### src/rtl/pts_pkg.sv
// Shared types, operation codes and helpers for the priority task scheduler.
package pts_pkg;

  // Fixed field widths of the item, configuration and result ports.
  localparam int OP_W   = 3;
  localparam int TASK_W = 4;
  localparam int TICK_W = 16;
  localparam int CNT_W  = 5;
  localparam int PRIO_W = 4;
  localparam int CFG_W  = 64;

  // Operation codes carried by in_operation.
  typedef enum logic [OP_W-1:0] {
    OP_START    = 3'd0,
    OP_DELAYED  = 3'd1,
    OP_STOP     = 3'd2,
    OP_TICK     = 3'd3,
    OP_DISPATCH = 3'd4
  } op_t;

  // Sequencer states: idle, priority scan, queue compaction, countdown sweep.
  typedef enum logic [1:0] {
    ST_IDLE,
    ST_MIN,
    ST_CMP,
    ST_TICK
  } state_t;

  // Priority of one task taken from the configuration word.
  function automatic logic [PRIO_W-1:0] prio_of(input logic [CFG_W-1:0] prios,
                                                input logic [TASK_W-1:0] id);
    return prios[{id, 2'b00} +: PRIO_W];
  endfunction

endpackage

### src/rtl/priority_task_scheduler.sv
// Priority task scheduler: pending queue and countdowns held in synchronous memories.
// Start, invalid tasks, idle stop/delayed start, empty dispatch, reserved codes: result in the cycle after acceptance.
// Stop or delayed start of a pending task: busy for a compaction pass over the queue, one queue read per entry.
// Tick: busy for a sweep over every task, one countdown memory read per task and a write-back per running task.
// Dispatch: busy for a priority scan over the queue and then a compaction pass.
// Synchronous active-low reset clears control state; queue and counter memories are not cleared.
module priority_task_scheduler #(
  parameter int TASKS      = 16,
  parameter int DELAY_BITS = 16
) (
  input  logic                             clk,
  input  logic                             rst_n,
  // Item channel
  input  logic                             start,
  output logic                             busy,
  input  logic [pts_pkg::OP_W-1:0]         in_operation,
  input  logic [pts_pkg::TASK_W-1:0]       in_task_id,
  input  logic [pts_pkg::TICK_W-1:0]       in_delay_ticks,
  // Configuration port
  input  logic                             cfg_write_en,
  input  logic [pts_pkg::CFG_W-1:0]        cfg_task_priorities,
  // Result channel
  output logic                             out_strobe,
  output logic                             out_dispatched,
  output logic [pts_pkg::TASK_W-1:0]       out_dispatched_task,
  output logic                             out_empty_error,
  output logic [pts_pkg::CNT_W-1:0]        out_pending_count
);

  localparam int IW   = (TASKS > 1) ? $clog2(TASKS) : 1;
  localparam int LW   = $clog2(TASKS + 1);
  localparam int DW   = DELAY_BITS;
  localparam int EW   = (DW > pts_pkg::TICK_W) ? DW : pts_pkg::TICK_W;
  localparam int TW   = pts_pkg::TASK_W;
  localparam int OCW  = pts_pkg::CNT_W;
  localparam logic [EW-1:0] DLY_MAX = EW'((64'd1 << DW) - 64'd1);

  // Control and bookkeeping registers.
  pts_pkg::state_t          st_r, st_nxt;
  logic [LW-1:0]            len_r, len_nxt;
  logic [TASKS-1:0]         pend_r, pend_nxt;
  logic [TASKS-1:0]         run_r, run_nxt;
  logic [IW:0]              a_r, a_nxt;
  logic [IW-1:0]            d_idx_r, d_idx_nxt;
  logic [TW-1:0]            best_id_r, best_id_nxt;
  logic [pts_pkg::PRIO_W-1:0] best_pr_r, best_pr_nxt;
  logic [TW-1:0]            rm_id_r, rm_id_nxt;
  logic                     found_r, found_nxt;
  logic                     disp_r, disp_nxt;
  logic [pts_pkg::CFG_W-1:0] prio_r;

  // Result registers.
  logic                     out_strobe_r, o_strobe_nxt;
  logic                     out_disp_r, o_disp_nxt;
  logic [TW-1:0]            out_task_r, o_task_nxt;
  logic                     out_err_r, o_err_nxt;
  logic [OCW-1:0]           out_cnt_r, o_cnt_nxt;

  // Queue memory: task ids, oldest first.
  logic [TW-1:0]            q_mem [TASKS];
  logic                     q_we, q_re;
  logic [IW-1:0]            q_waddr, q_raddr;
  logic [TW-1:0]            q_wdata, q_rdata_r;

  // Countdown memory: one counter per task.
  logic [DW-1:0]            c_mem [TASKS];
  logic                     c_we, c_re;
  logic [IW-1:0]            c_waddr, c_raddr;
  logic [DW-1:0]            c_wdata, c_rdata_r;

  // Decoded item and helpers.
  pts_pkg::op_t             op;
  logic                     acc;
  logic                     t_ok;
  logic [IW-1:0]            tid;
  logic                     t_pend;
  logic [IW:0]              lim;
  logic                     last;
  logic [EW-1:0]            dly_ext;
  logic [DW-1:0]            dly_sat;
  logic [pts_pkg::PRIO_W-1:0] rd_prio;
  logic                     better;

  assign op      = pts_pkg::op_t'(in_operation);
  assign acc     = start && !busy;
  assign t_ok    = 32'(in_task_id) < TASKS;
  assign tid     = in_task_id[IW-1:0];
  assign t_pend  = pend_r[tid];
  assign dly_ext = EW'(in_delay_ticks);
  assign dly_sat = (dly_ext > DLY_MAX) ? DLY_MAX[DW-1:0] : dly_ext[DW-1:0];
  assign rd_prio = pts_pkg::prio_of(prio_r, q_rdata_r);
  assign better  = (d_idx_r == '0) || (rd_prio < best_pr_r);

  // Scan bound: the sweep covers every task, the queue passes cover the queue.
  assign lim  = (st_r == pts_pkg::ST_TICK) ? (IW+1)'(TASKS) : (IW+1)'(len_r);
  assign last = (({1'b0, d_idx_r} + (IW+1)'(1)) == lim);

  assign busy = (st_r != pts_pkg::ST_IDLE);

  // Next state of the sequencer.
  always_comb begin
    st_nxt = st_r;
    unique case (st_r)
      pts_pkg::ST_IDLE: begin
        if (acc) begin
          priority case (op)
            pts_pkg::OP_DELAYED,
            pts_pkg::OP_STOP: begin
              if (t_ok && t_pend) st_nxt = pts_pkg::ST_CMP;
            end
            pts_pkg::OP_TICK: st_nxt = pts_pkg::ST_TICK;
            pts_pkg::OP_DISPATCH: begin
              if (len_r != '0) st_nxt = pts_pkg::ST_MIN;
            end
            default: st_nxt = pts_pkg::ST_IDLE;
          endcase
        end
      end
      pts_pkg::ST_MIN: begin
        if (last) st_nxt = pts_pkg::ST_CMP;
      end
      pts_pkg::ST_CMP,
      pts_pkg::ST_TICK: begin
        if (last) st_nxt = pts_pkg::ST_IDLE;
      end
      default: st_nxt = pts_pkg::ST_IDLE;
    endcase
  end

  // Datapath, memory accesses and result values.
  always_comb begin
    len_nxt     = len_r;
    pend_nxt    = pend_r;
    run_nxt     = run_r;
    a_nxt       = a_r;
    d_idx_nxt   = d_idx_r;
    best_id_nxt = best_id_r;
    best_pr_nxt = best_pr_r;
    rm_id_nxt   = rm_id_r;
    found_nxt   = found_r;
    disp_nxt    = disp_r;

    q_we    = 1'b0;
    q_waddr = '0;
    q_wdata = '0;
    q_re    = 1'b0;
    q_raddr = a_r[IW-1:0];
    c_we    = 1'b0;
    c_waddr = '0;
    c_wdata = '0;
    c_re    = 1'b0;
    c_raddr = a_r[IW-1:0];

    o_strobe_nxt = 1'b0;
    o_disp_nxt   = 1'b0;
    o_task_nxt   = '0;
    o_err_nxt    = 1'b0;

    unique case (st_r)
      pts_pkg::ST_IDLE: begin
        if (acc) begin
          // A pass, if one follows, starts by reading entry zero.
          a_nxt     = (IW+1)'(1);
          d_idx_nxt = '0;
          found_nxt = 1'b0;
          disp_nxt  = 1'b0;
          q_raddr   = '0;
          c_raddr   = '0;
          priority case (op)
            pts_pkg::OP_START: begin
              if (t_ok && !t_pend && (len_r < LW'(TASKS))) begin
                q_we          = 1'b1;
                q_waddr       = len_r[IW-1:0];
                q_wdata       = in_task_id;
                len_nxt       = len_r + LW'(1);
                pend_nxt[tid] = 1'b1;
              end
              o_strobe_nxt = 1'b1;
            end
            pts_pkg::OP_DELAYED: begin
              if (t_ok) begin
                c_we         = 1'b1;
                c_waddr      = tid;
                c_wdata      = dly_sat;
                run_nxt[tid] = 1'b1;
              end
              if (t_ok && t_pend) begin
                rm_id_nxt = in_task_id;
                q_re      = 1'b1;
              end else begin
                o_strobe_nxt = 1'b1;
              end
            end
            pts_pkg::OP_STOP: begin
              if (t_ok) run_nxt[tid] = 1'b0;
              if (t_ok && t_pend) begin
                rm_id_nxt = in_task_id;
                q_re      = 1'b1;
              end else begin
                o_strobe_nxt = 1'b1;
              end
            end
            pts_pkg::OP_TICK: begin
              c_re = 1'b1;
            end
            pts_pkg::OP_DISPATCH: begin
              if (len_r != '0) begin
                disp_nxt = 1'b1;
                q_re     = 1'b1;
              end else begin
                o_err_nxt    = 1'b1;
                o_strobe_nxt = 1'b1;
              end
            end
            default: o_strobe_nxt = 1'b1;
          endcase
        end
      end

      pts_pkg::ST_MIN: begin
        // Keep the first entry with the lowest priority value.
        q_re      = (a_r < lim);
        a_nxt     = a_r + (IW+1)'(1);
        d_idx_nxt = a_r[IW-1:0];
        if (better) begin
          best_id_nxt = q_rdata_r;
          best_pr_nxt = rd_prio;
        end
        if (last) begin
          rm_id_nxt = better ? q_rdata_r : best_id_r;
          a_nxt     = (IW+1)'(1);
          d_idx_nxt = '0;
          found_nxt = 1'b0;
          q_re      = 1'b1;
          q_raddr   = '0;
        end
      end

      pts_pkg::ST_CMP: begin
        // Entries behind the removed task each move down by one slot.
        q_re      = (a_r < lim);
        a_nxt     = a_r + (IW+1)'(1);
        d_idx_nxt = a_r[IW-1:0];
        if (found_r) begin
          q_we    = 1'b1;
          q_waddr = d_idx_r - IW'(1);
          q_wdata = q_rdata_r;
        end else if (q_rdata_r == rm_id_r) begin
          found_nxt = 1'b1;
        end
        if (last) begin
          len_nxt                    = len_r - LW'(1);
          pend_nxt[rm_id_r[IW-1:0]]  = 1'b0;
          o_disp_nxt                 = disp_r;
          o_task_nxt                 = disp_r ? rm_id_r : '0;
          o_strobe_nxt               = 1'b1;
        end
      end

      pts_pkg::ST_TICK: begin
        // Visit one task per cycle and count it down if running; expiries join the queue unless already queued.
        c_re      = (a_r < lim);
        a_nxt     = a_r + (IW+1)'(1);
        d_idx_nxt = a_r[IW-1:0];
        if (run_r[d_idx_r]) begin
          c_we    = 1'b1;
          c_waddr = d_idx_r;
          if (c_rdata_r > DW'(1)) begin
            c_wdata = c_rdata_r - DW'(1);
          end else begin
            c_wdata          = '0;
            run_nxt[d_idx_r] = 1'b0;
            if (!pend_r[d_idx_r] && (len_r < LW'(TASKS))) begin
              q_we              = 1'b1;
              q_waddr           = len_r[IW-1:0];
              q_wdata           = TW'(d_idx_r);
              len_nxt           = len_r + LW'(1);
              pend_nxt[d_idx_r] = 1'b1;
            end
          end
        end
        if (last) o_strobe_nxt = 1'b1;
      end

      default: begin
        o_strobe_nxt = 1'b0;
      end
    endcase

    o_cnt_nxt = OCW'(len_nxt);
  end

  // Control registers.
  always_ff @(posedge clk) begin
    if (!rst_n) begin
      st_r         <= pts_pkg::ST_IDLE;
      len_r        <= '0;
      pend_r       <= '0;
      run_r        <= '0;
      prio_r       <= '0;
      out_strobe_r <= 1'b0;
    end else begin
      st_r         <= st_nxt;
      len_r        <= len_nxt;
      pend_r       <= pend_nxt;
      run_r        <= run_nxt;
      out_strobe_r <= o_strobe_nxt;
      if (cfg_write_en) prio_r <= cfg_task_priorities;
    end
  end

  // Scan and result payload registers.
  always_ff @(posedge clk) begin
    a_r        <= a_nxt;
    d_idx_r    <= d_idx_nxt;
    best_id_r  <= best_id_nxt;
    best_pr_r  <= best_pr_nxt;
    rm_id_r    <= rm_id_nxt;
    found_r    <= found_nxt;
    disp_r     <= disp_nxt;
    out_disp_r <= o_disp_nxt;
    out_task_r <= o_task_nxt;
    out_err_r  <= o_err_nxt;
    out_cnt_r  <= o_cnt_nxt;
  end

  // Queue memory with registered read.
  always_ff @(posedge clk) begin
    if (q_we) q_mem[q_waddr] <= q_wdata;
    if (q_re) q_rdata_r <= q_mem[q_raddr];
  end

  // Countdown memory with registered read.
  always_ff @(posedge clk) begin
    if (c_we) c_mem[c_waddr] <= c_wdata;
    if (c_re) c_rdata_r <= c_mem[c_raddr];
  end

  assign out_strobe          = out_strobe_r;
  assign out_dispatched      = out_disp_r;
  assign out_dispatched_task = out_task_r;
  assign out_empty_error     = out_err_r;
  assign out_pending_count   = out_cnt_r;

`ifndef SYNTHESIS
  // The pending flags and the queue length agree whenever no pass is running.
  a_len_flags: assert property (@(posedge clk) disable iff (!rst_n)
    (st_r == pts_pkg::ST_IDLE) |-> ($countones(pend_r) == 32'(len_r)))
    else $error("pending flags disagree with queue length");

  // A result never reports both a dispatch and an empty queue.
  a_excl: assert property (@(posedge clk) disable iff (!rst_n)
    out_strobe |-> !(out_dispatched && out_empty_error))
    else $error("dispatch and empty error both set");

  // Every multi-cycle item ends with its result.
  a_end: assert property (@(posedge clk) disable iff (!rst_n)
    $fell(busy) |-> out_strobe)
    else $error("pass ended without a result");

  // The queue never holds more tasks than exist.
  a_bound: assert property (@(posedge clk) disable iff (!rst_n)
    out_strobe |-> (32'(out_pending_count) <= TASKS))
    else $error("pending count exceeds task count");
`endif

endmodule

### config.mk
export PLATFORM = sky130hd
export DESIGN_NAME = priority_task_scheduler
export DESIGN_NICKNAME = d
export VERILOG_FILES = /design/src/rtl/pts_pkg.sv /design/src/rtl/priority_task_scheduler.sv
export SDC_FILE = /design/constraint.sdc
export NUM_CORES = 1
export LEC_CHECK = 0
export BUFFER_PORTS_ARGS = -buffer_cell sky130_fd_sc_hd__buf_2
export CAP_MARGIN = 20
export CORE_MARGIN = 10
export CORE_UTILIZATION = 62
export CTS_BUF_LIST = sky130_fd_sc_hd__clkbuf_16
export DETAILED_ROUTE_END_ITERATION = 6
export PLACE_DENSITY_LB_ADDON = 0.2
export SKIP_CTS_REPAIR_TIMING = 1
export SYNTH_ARGS = -nofsm -noshare
export SYNTH_HDL_FRONTEND = slang
export SYNTH_SLANG_ARGS = --single-unit
### constraint.sdc
create_clock -name clk -period 5.4 [get_ports clk]
set_clock_uncertainty 0.2 [all_clocks]
set_input_delay 0.81 -clock clk [delete_from_list [all_inputs] [get_ports clk]]
set_output_delay 0.81 -clock clk [all_outputs]
set_load 0.01 [all_outputs]
# Word level (Yosys, flattened, before mapping)
# Memories as Yosys holds them, arrays and structs flattened. A register that Yosys moved wholly into a read port is not among the register bits.
# Index checks and enable logic that the tools add are counted.
# classes
add_sub_neg	6
n_lt_le_gt_ge	11
n_eq_ne	23
shifts	1
mux	118
bitwise	9
reduce_logical	31
# op_table
cell	n
2-to-1 mux 16 bit	15
2-to-1 mux 4 bit	26
one-hot mux 16 bit (2 select lines)	3
variable part select 64 x 7 -> 4 bit	1
2-to-1 mux 5 bit	10
AND 16 bit	3
inverter 16 bit	3
bitwise OR 16 bit	3
one-hot mux 16 bit (3 select lines)	1
one-hot mux 4 bit (3 select lines)	3
2-to-1 mux 1 bit	34
one-hot mux 5 bit (3 select lines)	2
one-hot mux 4 bit (2 select lines)	3
greater-than comparator 16 x 1 -> 1 bit (second input constant)	1
greater-than comparator 16 bit (second input constant)	1
subtractor 16 x 1 -> 16 bit (second input constant)	1
less-than comparator 4 x 5 -> 1 bit (second input constant)	3
AND reduction 5 bit	3
inequality test 2 bit (second input constant)	7
binary-select mux 1 bit (select 4 bit)	3
demux 1 bit (select 4 bit)	3
greater-or-equal comparator 4 x 1 -> 1 bit (second input constant)	3
one-hot mux 1 bit (3 select lines)	4
one-hot mux 2 bit (3 select lines)	2
other kinds (32)	61
# word_totals
regBits	138
ramBits	320
output_inout_bits	13
word_cells	218
n_memories	2
# mem_list
memory	depth	word_bits	rd	rd_clocked_by_memory_dff	wr	line_no	rtl
c_mem	16	16	1	1	1	priority_task_scheduler.sv:66	logic [DW-1:0] c_mem [TASKS];
q_mem	16	4	1	1	1	priority_task_scheduler.sv:60	logic [TW-1:0] q_mem [TASKS];

# Logic depth before layout (Yosys ltp)
# Gate-level depths: netlist (run 1).
# depth
ltp_word	10
ltp_mapped	12
ltp_nobuf	10

# Worst setup path after synthesis (run 1)
# OpenSTA, ideal clock, no wires.
# synth_path
kind	reg2reg
from	register d_idx_r[3]
to	memory c_mem[10][0] (netlist bit), enable pin
setup_time_ns	0.436
t_arrival_ns	3.801
setup_slack_ns	0.963
stages_incl_launch_ff	9
period_less_slack_ns	4.437
cell_sequence	edfxtp_1 -> buf_2 -> buf_6 -> mux2i_1 -> inv_1 -> mux4_2 -> a32o_1 -> or3_1 -> nor4b_1
# synth_via
elab_chain_len	6
# synth_lines
item	line_no	rtl
from (decl)	priority_task_scheduler.sv:44	logic [IW-1:0] d_idx_r, d_idx_nxt;
from (signal assigned)	priority_task_scheduler.sv:315	d_idx_r <= d_idx_nxt;
binary-select mux 1 bit (select 4 bit)	priority_task_scheduler.sv:265	if (run_r[d_idx_r]) begin
2-to-1 mux 1 bit (implied by the code)	priority_task_scheduler.sv:265	
2-to-1 mux 1 bit	priority_task_scheduler.sv:265	
one-hot mux 1 bit (2 select lines)	priority_task_scheduler.sv:159	unique case (st_r)
2-to-1 mux 1 bit	priority_task_scheduler.sv:335	if (c_we) c_mem[c_waddr] <= c_wdata;
2-to-1 mux 1 bit (implied by the code)	priority_task_scheduler.sv:335	
to (decl)	priority_task_scheduler.sv:66	
# Several ways; a longest one is shown, not always the timed one. The select of a mux whose other input is x is not followed.

# Final worst setup path (run 1)
# layout_path
from	register st_r[0]
to	register q_rdata_r[1], read port of q_mem, data pin
# layout_via
elab_chain_len	5
# layout_lines
item	line_no	rtl
from (decl)	priority_task_scheduler.sv:39	pts_pkg::state_t st_r, st_nxt;
from (signal assigned)	priority_task_scheduler.sv:296	st_r <= pts_pkg::ST_IDLE;
from (signal assigned)	priority_task_scheduler.sv:303	st_r <= st_nxt;
equality test 2 bit / nonzero test 2 bit (equally long branches)	priority_task_scheduler.sv:95, priority_task_scheduler.sv:98	
2-to-1 mux 5 bit / logical NOT 1 bit (equally long branches)	priority_task_scheduler.sv:95, priority_task_scheduler.sv:85	
less-than comparator 5 bit, or another cell as far along	priority_task_scheduler.sv:222, priority_task_scheduler.sv:241	
2-to-1 mux 1 bit, or another cell as far along	priority_task_scheduler.sv:229	if (last) begin
one-hot mux 1 bit (3 select lines) / one-hot mux 4 bit (2 select lines) (equally long branches)	priority_task_scheduler.sv:159	
to (decl)	priority_task_scheduler.sv:63	logic [TW-1:0] q_wdata, q_rdata_r;
# Several ways; a longest one is shown, not always the timed one.
# A chain may end at the register's enable or synchronous reset.

==> results_tabular.tex, run 1 <==
\begin{tabular}{lr}
\hline
Metric & Value \\
\hline
\multicolumn{2}{l}{\textbf{Final layout}} \\
\quad Area Growth Syn to Fin & 11.55\% \\
\quad Ratio of cells with drive above 1 in the final layout & 0.1762 \\
\quad Antenna diode count & 0 \\
\quad Net count of the finished layout & 1971 \\
\multicolumn{2}{l}{\textbf{Floorplan}} \\
\quad Core region area & 34710 sq um \\
\quad Vertical die dimension & 208.1 microns \\
\quad Ports placed on the boundary & 104 \\
\quad Starting utilization of the core area & 0.6322 \\
\quad Die Wd & 208.1 microns \\
\quad Cell Rows & 68 \\
\quad Area enclosed by the die boundary & 43320 sq um \\
\multicolumn{2}{l}{\textbf{CTS}} \\
\quad Worst-Skew Late Latency & 0.60 ns \\
\quad Clk sinks & around 480 \\
\quad Maximum clock insertion buffer count & 3 \\
\quad Max H-tree Level & 2 \\
\quad Clk root buf & sky130\_fd\_sc\_hd\_\_clkbuf\_16 \\
\quad TritonCTS clock tree & built \\
\quad CTS clock-pin slew for the worst setup and hold paths & 0.06 ns \\
\quad Number of CTS-inserted buffers & 48 \\
\multicolumn{2}{l}{\textbf{Power}} \\
\quad Fraction of power spent switching nets & 0.3255 \\
\quad Cell internal power dissipation & 0.006960 W \\
\quad Maximum vdd drop & between 0.0003 and 0.0004 V \\
\quad Power density cells & 421.5 nW/um\^{}2 \\
\quad Fraction of power consumed by sequential logic & 0.424 \\
\quad Net Switching & 0.003358 W \\
\quad Clock share of power & 0.305 \\
\quad Static power due to leakage & 8.640 nW \\
\quad Combinational power share & 0.271 \\
\multicolumn{2}{l}{\textbf{Logic synthesis}} \\
\quad Warnings, synthesis & 0 \\
\quad Synthesized area per cell & 12.38 sq um \\
\quad EDFF count, synth & between 300 and 400 \\
\quad Post-synth ARST share & 0 \\
\quad \#FFs+latches synth & between 400 and 500 \\
\quad Top cell type's share of synthesized area & 0.4967 \\
\quad Cell types with the largest area share after synthesis & sky130\_fd\_sc\_hd\_\_edfxtp\_1, sky130\_fd\_sc\_hd\_\_dfxtp\_1, sky130\_fd\_sc\_hd\_\_mux2i\_1 \\
\quad Distinct cell type count of the synthesized netlist & 79 \\
\quad Synthesized cell area & 21940 sq um \\
\quad Post-Synthesis Cells & 1772 \\
\quad Cell accounting for the most synthesized area & sky130\_fd\_sc\_hd\_\_edfxtp\_1 \\
\quad Syn\_nets & between 1500 and 2000 \\
\quad Sequential-to-total area share from yosys stat & 0.6016 \\
\quad Count leader, synth & sky130\_fd\_sc\_hd\_\_edfxtp\_1 \\
\quad Prevailing post-synth register cell & sky130\_fd\_sc\_hd\_\_edfxtp\_1 \\
\quad Most numerous cell types in the synthesized netlist & sky130\_fd\_sc\_hd\_\_edfxtp\_1, sky130\_fd\_sc\_hd\_\_nor2\_1, sky130\_fd\_sc\_hd\_\_mux2i\_1, sky130\_fd\_sc\_hd\_\_nand2\_1, sky130\_fd\_sc\_hd\_\_dfxtp\_1 \\
\multicolumn{2}{l}{\textbf{GRT}} \\
\quad Global-route wire length before repair & $\sim$91000 microns \\
\quad Pin count of the biggest net entering global routing & 69 \\
\quad Via count of the first global-routing pass & 14801 \\
\quad Remaining global-route overflow & 0 \\
\quad Initial antenna violation count & 0 \\
\quad GRT Overall Usage & 0.2669 \\
\multicolumn{2}{l}{\textbf{STA}} \\
\quad Fin crit share & 0.7680 \\
\quad Worst slew slack as a fraction of its limit & 0.2286 \\
\quad Tmin final & 4.147 ns \\
\quad Measured slew at the worst slew-check pin & 1.153 ns \\
\quad Hold violation total from the final report & 0 \\
\quad RSZ-0062 raised after global routing & no \\
\quad Fmax & 0.2411 GHz \\
\quad Pins Over Slew Limit & 0 \\
\quad Setup violators final & 0 \\
\quad Hold\_ws & 0.2569 ns \\
\quad Setup TNS Final & 0 ns \\
\multicolumn{2}{l}{\textbf{Run status}} \\
\quad Status & complete, no violations \\
\multicolumn{2}{l}{\textbf{Route}} \\
\quad Via-to-Cell Ratio & 6.547 \\
\quad DR DRC count & 0 \\
\quad Total number of vias & $\sim$15000 \\
\quad Final routed wire length divided by cell count & 25.23 microns \\
\quad Final wirelength & 59320 microns \\
\quad Count of routing violations after the opening detailed-route iteration & 1615 \\
\quad First-pass iteration count of the detailed router & 6 \\
\quad Post-detailed-route count of antenna-violating nets & 0 \\
\multicolumn{2}{l}{\textbf{Worst setup path}} \\
\quad Arrival time worst endpoint & 4.25 ns \\
\quad Buffers and inverters on the worst path & 1 \\
\quad Startpoint of the most critical setup path & st\_r[0]\$\_SDFFE\_PN0P\_ \\
\quad CP Cell Sequence & ha\_1 -> inv\_2 -> a211oi\_1 -> o21ai\_1 -> o21ai\_1 -> nand2\_1 -> a311oi\_1 -> o221ai\_1 \\
\quad Required time worst endpoint & 5.50 ns \\
\quad Setup CP Type & reg2reg \\
\quad Most frequent cell on the critical path & sky130\_fd\_sc\_hd\_\_o21ai\_1 \\
\quad Top Family by Delay on Critical Path & compound AO/OA/AOI/OAI gates \\
\quad Crit path largest cell delay & 0.75 ns \\
\quad Cell type of the slowest stage on the worst timing path & sky130\_fd\_sc\_hd\_\_ha\_1 \\
\quad Maximum net fanout on the critical path & 20 \\
\quad Kind of end point of the critical path & flop \\
\quad Crit. path cell count & 8 \\
\quad Kind of start point of the critical path & flop \\
\quad Worst reg-to-reg path cell count & 8 \\
\quad FF-to-FF Start & st\_r[0]\$\_SDFFE\_PN0P\_ \\
\multicolumn{2}{l}{\textbf{Worst hold path}} \\
\quad Path category of the worst min-delay check & in2reg \\
\quad Worst hold path stage count & 3 \\
\quad Hold path start & cfg\_task\_priorities[54] \\
\multicolumn{2}{l}{\textbf{Placed design}} \\
\quad Half-perimeter wire length after placement & 38360 microns \\
\quad Routability cong. & 0.9430 \\
\quad I/O Buffers & 103 \\
\multicolumn{2}{l}{\textbf{Job}} \\
\quad Max Cap Violations & 0 \\
\hline
\end{tabular}
-- kinds of logic after synthesis --
kind of cell / Yosys count / synth area share
DFF: 478 / 0.6016
and+or+nand+nor: 456 / 0.09681
AOI/OAI and AO/OA: 392 / 0.1157
muxes: 242 / 0.1334
buffers and inverters: 154 / 0.02788
xor gates and xnor gates: 26 / 0.01100
adders and majority gates: 24 / 0.01357
-- worst register-to-register path, cell delays in order (launching register included) --
cell and delay, ns:
sky130_fd_sc_hd__dfxtp_1 0.42, sky130_fd_sc_hd__ha_1 0.75, sky130_fd_sc_hd__inv_2 0.29, sky130_fd_sc_hd__a211oi_1 0.31, sky130_fd_sc_hd__o21ai_1 0.31, sky130_fd_sc_hd__o21ai_1 0.56, sky130_fd_sc_hd__nand2_1 0.38, sky130_fd_sc_hd__a311oi_1 0.43
sky130_fd_sc_hd__o221ai_1 0.21
-- cells in the final DEF, fill, tap and decap left out, types with 23 or more instances in the layout --
cell type / instances
sky130_fd_sc_hd__mux2i_1: 145
sky130_fd_sc_hd__a22oi_1: 31
sky130_fd_sc_hd__buf_4: 48
sky130_fd_sc_hd__nor2_1: 177
sky130_fd_sc_hd__nand2_1: 118
sky130_fd_sc_hd__edfxtp_1: 363
sky130_fd_sc_hd__a21oi_1: 112
sky130_fd_sc_hd__inv_1: 50
sky130_fd_sc_hd__clkbuf_16: 49
sky130_fd_sc_hd__mux2_2: 62
sky130_fd_sc_hd__ha_1: 23
sky130_fd_sc_hd__o21ai_0: 97
sky130_fd_sc_hd__dfxtp_1: 115
sky130_fd_sc_hd__buf_2: 102
sky130_fd_sc_hd__mux4_2: 34
-- per-layer routing --
layer	vias to the layer above	GRT usage	share of wire	wire length [microns]
met4	0	0.09315	0.032	1875
met1	7575	0.3586	0.40	23920
li1	6897	-	-	-
met2	794	0.4269	0.48	28470
met3	125	0.05137	0.085	5049
met5	-	0	0	0
-- sequential cells by signal, indices dropped and copies added, names as in the netlist, 5 cells and up, named ones only --
signal and count:
c_mem 256, prio_r 64, q_mem 64, c_rdata_r 16
pend_r 16, a_r 5, len_r 5, out_pending_count 5
-- cell type report --
| cell class | count | area, sq um |
|---|---|---|
| Inverter | 36 | 135.1 |
| Sequential cell | 478 | 13200 |
| Multi-Input combinational cell | 1140 | 8170 |
| Clock inverter | 40 | 267.8 |
| Timing Repair Buffer | 153 | 908.4 |
| Clock buffer | 49 | 1226 |
| Fill cell | 2376 | 10230 |
| Tap cell | 455 | 569.3 |
-- worst paths after layout --
path	end	slack, ns
max reg2reg	q_rdata_r[1]$_DFFE_PP_	1.25
max	q_rdata_r[1]$_DFFE_PP_	1.25
min reg2reg	flop	0.26
min	prio_r[54]$_SDFFE_PN0P_	0.26
-- per-stage QoR --
step / cells / util / cell area (sq um) / setup slack, ns / power (W)
4_1_cts: 2346 / 0.7037 / 24430 / 1.132 / 0.01030
2_1_floorplan: 1772 / - / 21940 / 0.9630 / 0.006349
3_3_place_gp: 2257 / 0.6606 / 22930 / 1.161 / 0.007116
5_1_grt: 2351 / 0.7052 / 24480 / 1.023 / 0.01071
6_report: 2351 / 0.7052 / 24480 / 1.253 / 0.01032
3_5_place_dp: 2257 / 0.6606 / 22930 / 1.155 / 0.007167
-- power by group through the flow --
stage	logic (W)	clock network [W]	registers (W)
floorplan	0.00204	0	0.00431
global placement	0.00267	0	0.00445
detailed placement	0.00271	0	0.00445
CTS	0.00274	0.00318	0.00438
global route	0.00300	0.00331	0.00439
finish	0.00280	0.00315	0.00437
Power figures use the tool's default switching activity.
==> run 2: changes to the inputs <==
--- a/config.mk
+++ b/config.mk
@@ -8,7 +8,7 @@
 export BUFFER_PORTS_ARGS = -buffer_cell sky130_fd_sc_hd__buf_2
 export CAP_MARGIN = 20
 export CORE_MARGIN = 10
-export CORE_UTILIZATION = 62
+export CORE_UTILIZATION = 56
 export CTS_BUF_LIST = sky130_fd_sc_hd__clkbuf_16
 export DETAILED_ROUTE_END_ITERATION = 6
 export PLACE_DENSITY_LB_ADDON = 0.2
==> constraint.sdc (replaced) <==
create_clock -name clk -period 3.35 [get_ports clk]
set_clock_uncertainty 0.2 [all_clocks]
set_input_delay 0.5025 -clock clk [delete_from_list [all_inputs] [get_ports clk]]
set_output_delay 0.5025 -clock clk [all_outputs]
set_load 0.01 [all_outputs]
==> run 2 against run 1 <==
Largest cell class unchanged. The flow now finishes with violations (negative hold slack, negative setup slack). Critical endpoint is now rm_id_r[2]$_DFFE_PP_. Final cell count is 8.3% higher. Global-route usage down 1.5 points. Sequential share of layout area fell by 3.7 points.
==> results_tabular.tex, run 2 (synthesized netlist as in run 1, its figures left out) <==
\begin{tabular}{lr}
\hline
Metric & Value \\
\hline
\multicolumn{2}{l}{\textbf{Route}} \\
\quad Post-detailed-route count of antenna-violating nets & 0 (unchanged) \\
\quad DR DRC count & 0 (unchanged) \\
\quad Final wirelength & 61720 microns (+4.0\%) \\
\quad Total number of vias & 15772 (+2.5\%) \\
\quad Via-to-Cell Ratio & 6.195 (-5.4\%) \\
\quad First-pass iteration count of the detailed router & 6 (unchanged) \\
\quad Final routed wire length divided by cell count & 24.24 microns (-3.9\%) \\
\quad Count of routing violations after the opening detailed-route iteration & 1723 (+6.7\%) \\
\multicolumn{2}{l}{\textbf{Worst setup path}} \\
\quad Required time worst endpoint & 3.49 ns (-2.01 ns) \\
\quad Kind of end point of the critical path & flop \\
\quad Kind of start point of the critical path & flop \\
\quad Maximum net fanout on the critical path & 6 (-70\%) \\
\quad Startpoint of the most critical setup path & q\_rdata\_r[0]\$\_DFFE\_PP\_ \\
\quad Arrival time worst endpoint & 3.55 ns (-0.70 ns) \\
\quad Setup CP Type & reg2reg \\
\quad FF-to-FF Start & q\_rdata\_r[0]\$\_DFFE\_PP\_ \\
\multicolumn{2}{l}{\textbf{Floorplan}} \\
\quad Core region area & 38740 sq um (+12\%) \\
\quad Die Wd & 218.0 microns (+4.7\%) \\
\quad Starting utilization of the core area & 0.5665 (-0.06567) \\
\quad Vertical die dimension & 218.0 microns (+4.7\%) \\
\quad Cell Rows & 72 (+5.9\%) \\
\quad Area enclosed by the die boundary & 47500 sq um (+9.7\%) \\
\quad Ports placed on the boundary & 104 (unchanged) \\
\multicolumn{2}{l}{\textbf{Final layout}} \\
\quad Count of filler cells inserted in the layout & 2759 (+16\%) \\
\quad Ratio of cells with drive above 1 in the final layout & 0.2283 (+0.05214) \\
\quad Commonest cells after routing, fill and taps aside & sky130\_fd\_sc\_hd\_\_edfxtp\_1, sky130\_fd\_sc\_hd\_\_nor2\_1, sky130\_fd\_sc\_hd\_\_mux2i\_1, sky130\_fd\_sc\_hd\_\_buf\_4, sky130\_fd\_sc\_hd\_\_nand2\_1 \\
\quad Largest Register & c\_mem \\
\quad Net count of the finished layout & 2105 (+6.8\%) \\
\quad Antenna diode count & 0 (unchanged) \\
\quad Largest registers & c\_mem x256, prio\_r x64, q\_mem x64 \\
\quad Finished Layout Cells & 2546 (+8.3\%) \\
\quad Most common cell after layout, fill and taps aside & sky130\_fd\_sc\_hd\_\_edfxtp\_1 \\
\quad Area Growth Syn to Fin & 19.74\% \\
\quad Max FFs per register & 256 (unchanged) \\
\multicolumn{2}{l}{\textbf{STA}} \\
\quad Setup violators final & 4 (+4) \\
\quad Minimum setup slack in the final design & -0.05702 ns (-1.310 ns) \\
\quad Setup TNS Final & -0.1977 ns (-0.1977 ns) \\
\quad RSZ-0062 raised after global routing & yes \\
\quad Hold\_ws & -0.01871 ns (-0.2756 ns) \\
\quad Fin crit share & 1.017 (+0.2490) \\
\quad Worst slew slack as a fraction of its limit & 0.3160 (+0.08746) \\
\quad Measured slew at the worst slew-check pin & 1.026 ns (-0.1269 ns) \\
\quad Pins Over Slew Limit & 0 (unchanged) \\
\quad Tmin final & 3.407 ns (-0.7402 ns) \\
\quad Hold violation total from the final report & 6 (+6) \\
\quad Fmax & 0.2935 GHz (+22\%) \\
\multicolumn{2}{l}{\textbf{Power}} \\
\quad Static power due to leakage & 9.449 nW (+9.4\%) \\
\quad Power density cells & 675.0 nW/um\^{}2 (+60\%) \\
\quad Maximum vdd drop & 0.0005456 V (+79\%) \\
\multicolumn{2}{l}{\textbf{Placed design}} \\
\quad I/O Buffers & 103 (unchanged) \\
\quad Routability cong. & 0.9421 (about the same) \\
\quad Post-placement cell count & 2411 (+6.8\%) \\
\quad Half-perimeter wire length after placement & 40280 microns (+5.0\%) \\
\multicolumn{2}{l}{\textbf{GRT}} \\
\quad Remaining global-route overflow & 0 (unchanged) \\
\quad Via count of the first global-routing pass & 15306 (+3.4\%) \\
\quad GRT Overall Usage & 0.2521 (-0.01478) \\
\quad Initial antenna violation count & 0 (unchanged) \\
\quad Pin count of the biggest net entering global routing & 67 (-2.9\%) \\
\quad Global-route wire length before repair & 92750 microns (+2.2\%) \\
\multicolumn{2}{l}{\textbf{Job}} \\
\quad Max Cap Violations & 0 (unchanged) \\
\multicolumn{2}{l}{\textbf{Worst hold path}} \\
\quad Hold path start & cfg\_task\_priorities[61] \\
\quad Path category of the worst min-delay check & in2reg \\
\multicolumn{2}{l}{\textbf{Run status}} \\
\quad Status & complete, but fails checks \\
\quad Failing checks & negative hold slack, negative setup slack \\
\multicolumn{2}{l}{\textbf{CTS}} \\
\quad Maximum clock insertion buffer count & 3 (unchanged) \\
\quad CTS clock-pin slew for the worst setup and hold paths & 0.06 ns (about the same) \\
\quad Clk sinks & 478 (unchanged) \\
\quad Worst-Skew Late Latency & 0.60 ns (about the same) \\
\quad Clk root buf & sky130\_fd\_sc\_hd\_\_clkbuf\_16 \\
\quad Number of CTS-inserted buffers & 48 (unchanged) \\
\quad Max H-tree Level & 2 (unchanged) \\
\quad TritonCTS clock tree & built \\
\hline
\end{tabular}
[run 2: cell types whose count changed in the layout (fill, tap and decap cells not counted), moves of 8 or more]
cell,previous run,this run
sky130_fd_sc_hd__buf_4,48,120
sky130_fd_sc_hd__dlygate4sd3_1,0,44
sky130_fd_sc_hd__nor2_2,0,19
sky130_fd_sc_hd__nor2_1,177,159
sky130_fd_sc_hd__buf_12,0,16
sky130_fd_sc_hd__inv_1,50,40
sky130_fd_sc_hd__bufinv_16,2,10
sky130_fd_sc_hd__mux2_2,62,54
sky130_fd_sc_hd__mux2_4,0,8
[run 2: layer usage]
metal / routed length [microns] / GRT usage / up-vias
li1: - / - / 7170
met1: 25370 / 0.3288 / 7750
met2: 29930 / 0.4143 / 705
met3: 4309 / 0.04646 / 147
met4: 2099 / 0.09141 / 0
met5: 0 / 0 / -
[run 2: where the power goes]
group	internal [W]	switching, W
combinational	0.00203	0.00302
clock	0.00344	0.00229
sequential	0.00672	0.000236
[run 2: worst paths after layout]
| path | end | slack [ns] | depth (start not counted) |
|---|---|---|---|
| hold / removal | prio_r[61]$_SDFFE_PN0P_ | -0.02 | 3 |
| setup reg to reg | rm_id_r[2]$_DFFE_PP_ | -0.06 | 11 |
| hold reg to reg | flop | 0.26 | 2 |
| setup / recovery | rm_id_r[2]$_DFFE_PP_ | -0.06 | 11 |
[run 2: worst max-delay path: stages (launching register included)]
cell,delay (ns)
sky130_fd_sc_hd__edfxtp_1,0.44
sky130_fd_sc_hd__clkbuf_16,0.19
sky130_fd_sc_hd__mux4_2,0.49
sky130_fd_sc_hd__mux4_2,0.53
sky130_fd_sc_hd__ha_4,0.29
sky130_fd_sc_hd__o21ai_2,0.04
sky130_fd_sc_hd__nand2b_1,0.07
sky130_fd_sc_hd__a21oi_2,0.06
sky130_fd_sc_hd__a21oi_2,0.15
sky130_fd_sc_hd__o21ai_4,0.12
sky130_fd_sc_hd__mux2_4,0.32
sky130_fd_sc_hd__mux2_4,0.26
[run 2: metrics by stage]
step | worst slack (ns) | cell area, sq um | power (W) | utilization
after global routing | -0.1464 | 26280 | 0.01846 | 0.6783
after global placement | -0.06886 | 23970 | 0.01184 | 0.6187
after floorplan | -0.2061 | 22060 | 0.01029 | -
after CTS | -0.08532 | 25650 | 0.01760 | 0.6621
final | -0.05702 | 26280 | 0.01774 | 0.6783
after detailed placement | -0.06745 | 23970 | 0.01191 | 0.6187
[run 2: cell type report]
type / instances / area (sq um) / share of cell area
clock buffers: 49 / 1226 / 0.04666
clock inverters: 38 / 456.7 / 0.01738
inverters: 36 / 135.1 / 0.005143
multi-input cells: 1140 / 8366 / 0.3184
flip-flops and latches: 478 / 13200 / 0.5025
well taps: 518 / 648.1 / 0.02467
repair buffers: 287 / 2242 / 0.08533
==> run 3: changes to the inputs <==
==> constraint.sdc (replaced) <==
create_clock -name clk -period 3.35 [get_ports clk]
set_clock_uncertainty 0.2 [all_clocks]
set_input_delay 0.335 -clock clk [delete_from_list [all_inputs] [get_ports clk]]
set_output_delay 0.335 -clock clk [all_outputs]
set_load 0.01 [all_outputs]
==> run 3 against run 2 <==
The flow finishes with violations (negative setup slack). Non-clock buffer count is 25 higher. Utilization is 0.41 points higher. Register-to-register slack worse by 0.06 ns. Count of clock-buffer cells in the layout is 1 higher. Sequential power hardly changed. Power is 0.69% lower. Hold slack better by 0.040 ns. Sequential share of layout area is 0.30 points lower.
==> results_tabular.tex, run 3 (synthesized netlist as in run 1, its figures left out) <==
\begin{tabular}{lr}
\hline
Metric & Value \\
\hline
\multicolumn{2}{l}{\textbf{STA}} \\
\quad Worst slew slack as a fraction of its limit & 0.2989 (-0.01718) \\
\quad Setup violators final & 4 (unchanged) \\
\quad RSZ-0062 raised after global routing & yes \\
\quad Fmax & 0.2882 GHz (-1.8\%) \\
\quad Minimum setup slack in the final design & -0.1195 ns (-0.06248 ns) \\
\quad Tmin final & 3.469 ns (+0.06248 ns) \\
\quad Pins Over Slew Limit & 0 (unchanged) \\
\quad Measured slew at the worst slew-check pin & 1.052 ns (+0.02576 ns) \\
\quad Setup TNS Final & -0.4681 ns (-0.2704 ns) \\
\quad Fin crit share & 1.036 (+0.01865) \\
\quad Hold violation total from the final report & 0 (-6) \\
\multicolumn{2}{l}{\textbf{Power}} \\
\quad Power density cells & 666.3 nW/um\^{}2 (-1.3\%) \\
\quad Maximum vdd drop & 0.0005036 V (-7.7\%) \\
\quad Total power of the final layout & 0.01761 W (-0.69\%) \\
\quad Static power due to leakage & 9.510 nW (+0.65\%) \\
\multicolumn{2}{l}{\textbf{CTS}} \\
\quad Clk sinks & 478 (unchanged) \\
\quad Number of CTS-inserted buffers & 49 (+2.1\%) \\
\quad CTS clock-pin slew for the worst setup and hold paths & 0.06 ns (about the same) \\
\quad Maximum clock insertion buffer count & 3 (unchanged) \\
\quad Max H-tree Level & 2 (unchanged) \\
\quad Worst-Skew Late Latency & 0.60 ns (about the same) \\
\quad Clk root buf & sky130\_fd\_sc\_hd\_\_clkbuf\_16 \\
\quad TritonCTS clock tree & built \\
\multicolumn{2}{l}{\textbf{Floorplan}} \\
\quad Die Wd & 218.0 microns (unchanged) \\
\quad Area enclosed by the die boundary & 47500 sq um (unchanged) \\
\quad Vertical die dimension & 218.0 microns (unchanged) \\
\quad Ports placed on the boundary & 104 (unchanged) \\
\quad Cell Rows & 72 (unchanged) \\
\quad Starting utilization of the core area & 0.5665 (unchanged) \\
\quad Core region area & 38740 sq um (unchanged) \\
\multicolumn{2}{l}{\textbf{Placed design}} \\
\quad Routability cong. & 0.9470 (+0.52\%) \\
\quad Post-Place Cell Area & 23940 sq um (-0.13\%) \\
\quad Half-perimeter wire length after placement & 40520 microns (+0.59\%) \\
\quad I/O Buffers & 103 (unchanged) \\
\multicolumn{2}{l}{\textbf{Worst setup path}} \\
\quad Most frequent cell on the critical path & sky130\_fd\_sc\_hd\_\_mux4\_2 \\
\quad CP Cell Sequence & buf\_4 -> clkbuf\_16 -> mux4\_2 -> mux4\_2 -> ha\_4 -> nand2\_1 -> nand3\_2 -> o21ai\_4 -> mux2\_4 -> mux2\_2 \\
\quad Flop-to-flop setup slack & -0.12 ns (-0.06 ns) \\
\quad Kind of end point of the critical path & flop \\
\quad Startpoint of the most critical setup path & q\_rdata\_r[0]\$\_DFFE\_PP\_ \\
\quad Worst reg-to-reg path cell count & 10 (-1) \\
\quad FF-to-FF Start & q\_rdata\_r[0]\$\_DFFE\_PP\_ \\
\quad Kind of start point of the critical path & flop \\
\quad Crit path largest cell delay & 0.54 ns (about the same) \\
\quad Cell type of the slowest stage on the worst timing path & sky130\_fd\_sc\_hd\_\_mux4\_2 \\
\quad Setup CP Type & reg2reg \\
\quad Arrival time worst endpoint & 3.61 ns (+0.06 ns) \\
\quad Required time worst endpoint & 3.49 ns (about the same) \\
\quad Maximum net fanout on the critical path & 6 (unchanged) \\
\quad Critical R2R Capture & rm\_id\_r[3]\$\_DFFE\_PP\_ \\
\multicolumn{2}{l}{\textbf{Final layout}} \\
\quad Largest Register & c\_mem \\
\quad Ratio of cells with drive above 1 in the final layout & 0.2311 (+0.002840) \\
\quad Net count of the finished layout & 2131 (+1.2\%) \\
\quad Count of filler cells inserted in the layout & 2732 (-0.98\%) \\
\quad Max FFs per register & 256 (unchanged) \\
\quad Commonest cells after routing, fill and taps aside & sky130\_fd\_sc\_hd\_\_edfxtp\_1, sky130\_fd\_sc\_hd\_\_nor2\_1, sky130\_fd\_sc\_hd\_\_mux2i\_1, sky130\_fd\_sc\_hd\_\_buf\_4, sky130\_fd\_sc\_hd\_\_nand2\_1 \\
\quad Antenna diode count & 0 (unchanged) \\
\quad Share of the core filled with cells & 0.6824 (+0.004070) \\
\quad Footprint of the multi-input gates & 8377 sq um (+0.13\%) \\
\quad Most common cell after layout, fill and taps aside & sky130\_fd\_sc\_hd\_\_edfxtp\_1 \\
\quad Final instance area & 26430 sq um (+0.60\%) \\
\quad Area Growth Syn to Fin & 20.46\% \\
\quad Combined flip-flop and latch cell area & 13200 sq um (unchanged) \\
\quad Largest registers & c\_mem x256, prio\_r x64, q\_mem x64 \\
\multicolumn{2}{l}{\textbf{GRT}} \\
\quad Pin count of the biggest net entering global routing & 65 (-3.0\%) \\
\quad Remaining global-route overflow & 0 (unchanged) \\
\quad Initial antenna violation count & 0 (unchanged) \\
\quad GRT Overall Usage & 0.2535 (+0.001427) \\
\quad Global-route wire length before repair & 93280 microns (+0.57\%) \\
\quad Via count of the first global-routing pass & 15359 (+0.35\%) \\
\multicolumn{2}{l}{\textbf{Worst hold path}} \\
\quad Worst hold path stage count & 3 (unchanged) \\
\quad Path category of the worst min-delay check & in2reg \\
\quad Capture endpoint of the worst hold path & st\_r[0]\$\_SDFFE\_PN0P\_ \\
\quad Hold path start & start \\
\multicolumn{2}{l}{\textbf{Route}} \\
\quad Count of routing violations after the opening detailed-route iteration & 1737 (+0.81\%) \\
\quad Final routed wire length divided by cell count & 24.72 microns (+2.0\%) \\
\quad Total number of vias & 16122 (+2.2\%) \\
\quad Final wirelength & 63600 microns (+3.1\%) \\
\quad DR DRC count & 0 (unchanged) \\
\quad Post-detailed-route count of antenna-violating nets & 0 (unchanged) \\
\quad First-pass iteration count of the detailed router & 6 (unchanged) \\
\quad Via-to-Cell Ratio & 6.266 (+1.1\%) \\
\multicolumn{2}{l}{\textbf{Job}} \\
\quad Max Cap Violations & 0 (unchanged) \\
\multicolumn{2}{l}{\textbf{Run status}} \\
\quad Failing checks & negative setup slack \\
\quad Status & complete, but fails checks \\
\hline
\end{tabular}
==> run 3: cell type report <==
class                   instances  share of cell area
flip-flops and latches        478              0.4995
multi-input cells            1140              0.3169
repair buffers                312             0.09348
clock buffers                  50             0.04733
well taps                     518             0.02452
clock inverters                39             0.01321
inverters                      36            0.005112
==> run 3: worst max-delay path: cells and delay by family, from the launching register on <==
family                     cells  cell delay [ns]
adders and majority gates      1             0.24
buffers and inverters          2             0.29
DFF                            1             0.42
and+or+nand+nor                2             0.17
muxes                          4             1.63
AOI/OAI and AO/OA              1             0.26
==> run 3: how the worst max path moves through the flow <==
stage	to	slack (ns)	depth (start not counted)
final	rm_id_r[3]$_DFFE_PP_	-0.12	10
after global placement	rm_id_r[0]$_DFFE_PP_	-0.09	11
after floorplan	c_mem[4][0]$_DFFE_PP_	-0.21	8
after global routing	rm_id_r[0]$_DFFE_PP_	-0.21	11
after CTS	rm_id_r[3]$_DFFE_PP_	-0.15	11
after detailed placement	rm_id_r[0]$_DFFE_PP_	-0.12	11
==> run 3: per-layer routing <==
metal,GRT usage,up-vias,wire length [microns]
li1,-,7221,-
met1,0.3371,8051,25650
met2,0.4164,713,31380
met3,0.04064,137,4466
met4,0.08586,0,2113
met5,0,-,0
==> run 3: report_power, final <==
part           switching [W]  internal, W  total, W
clock network        0.00229      0.00317   0.00546
registers           0.000239      0.00672   0.00696
logic                0.00309      0.00210   0.00519
total                0.00562       0.0120    0.0176
==> run 3: per-stage QoR <==
| stage | hold WS [ns] | setup WS [ns] | instances |
|---|---|---|---|
| global route | 0.03978 | -0.2074 | 2573 |
| global placement | 0.2441 | -0.09010 | 2407 |
| finish | 0.02139 | -0.1195 | 2573 |
| detailed placement | 0.2497 | -0.1249 | 2407 |
| CTS | -0.2334 | -0.1493 | 2496 |
| floorplan | 0.2329 | -0.2061 | 1772 |
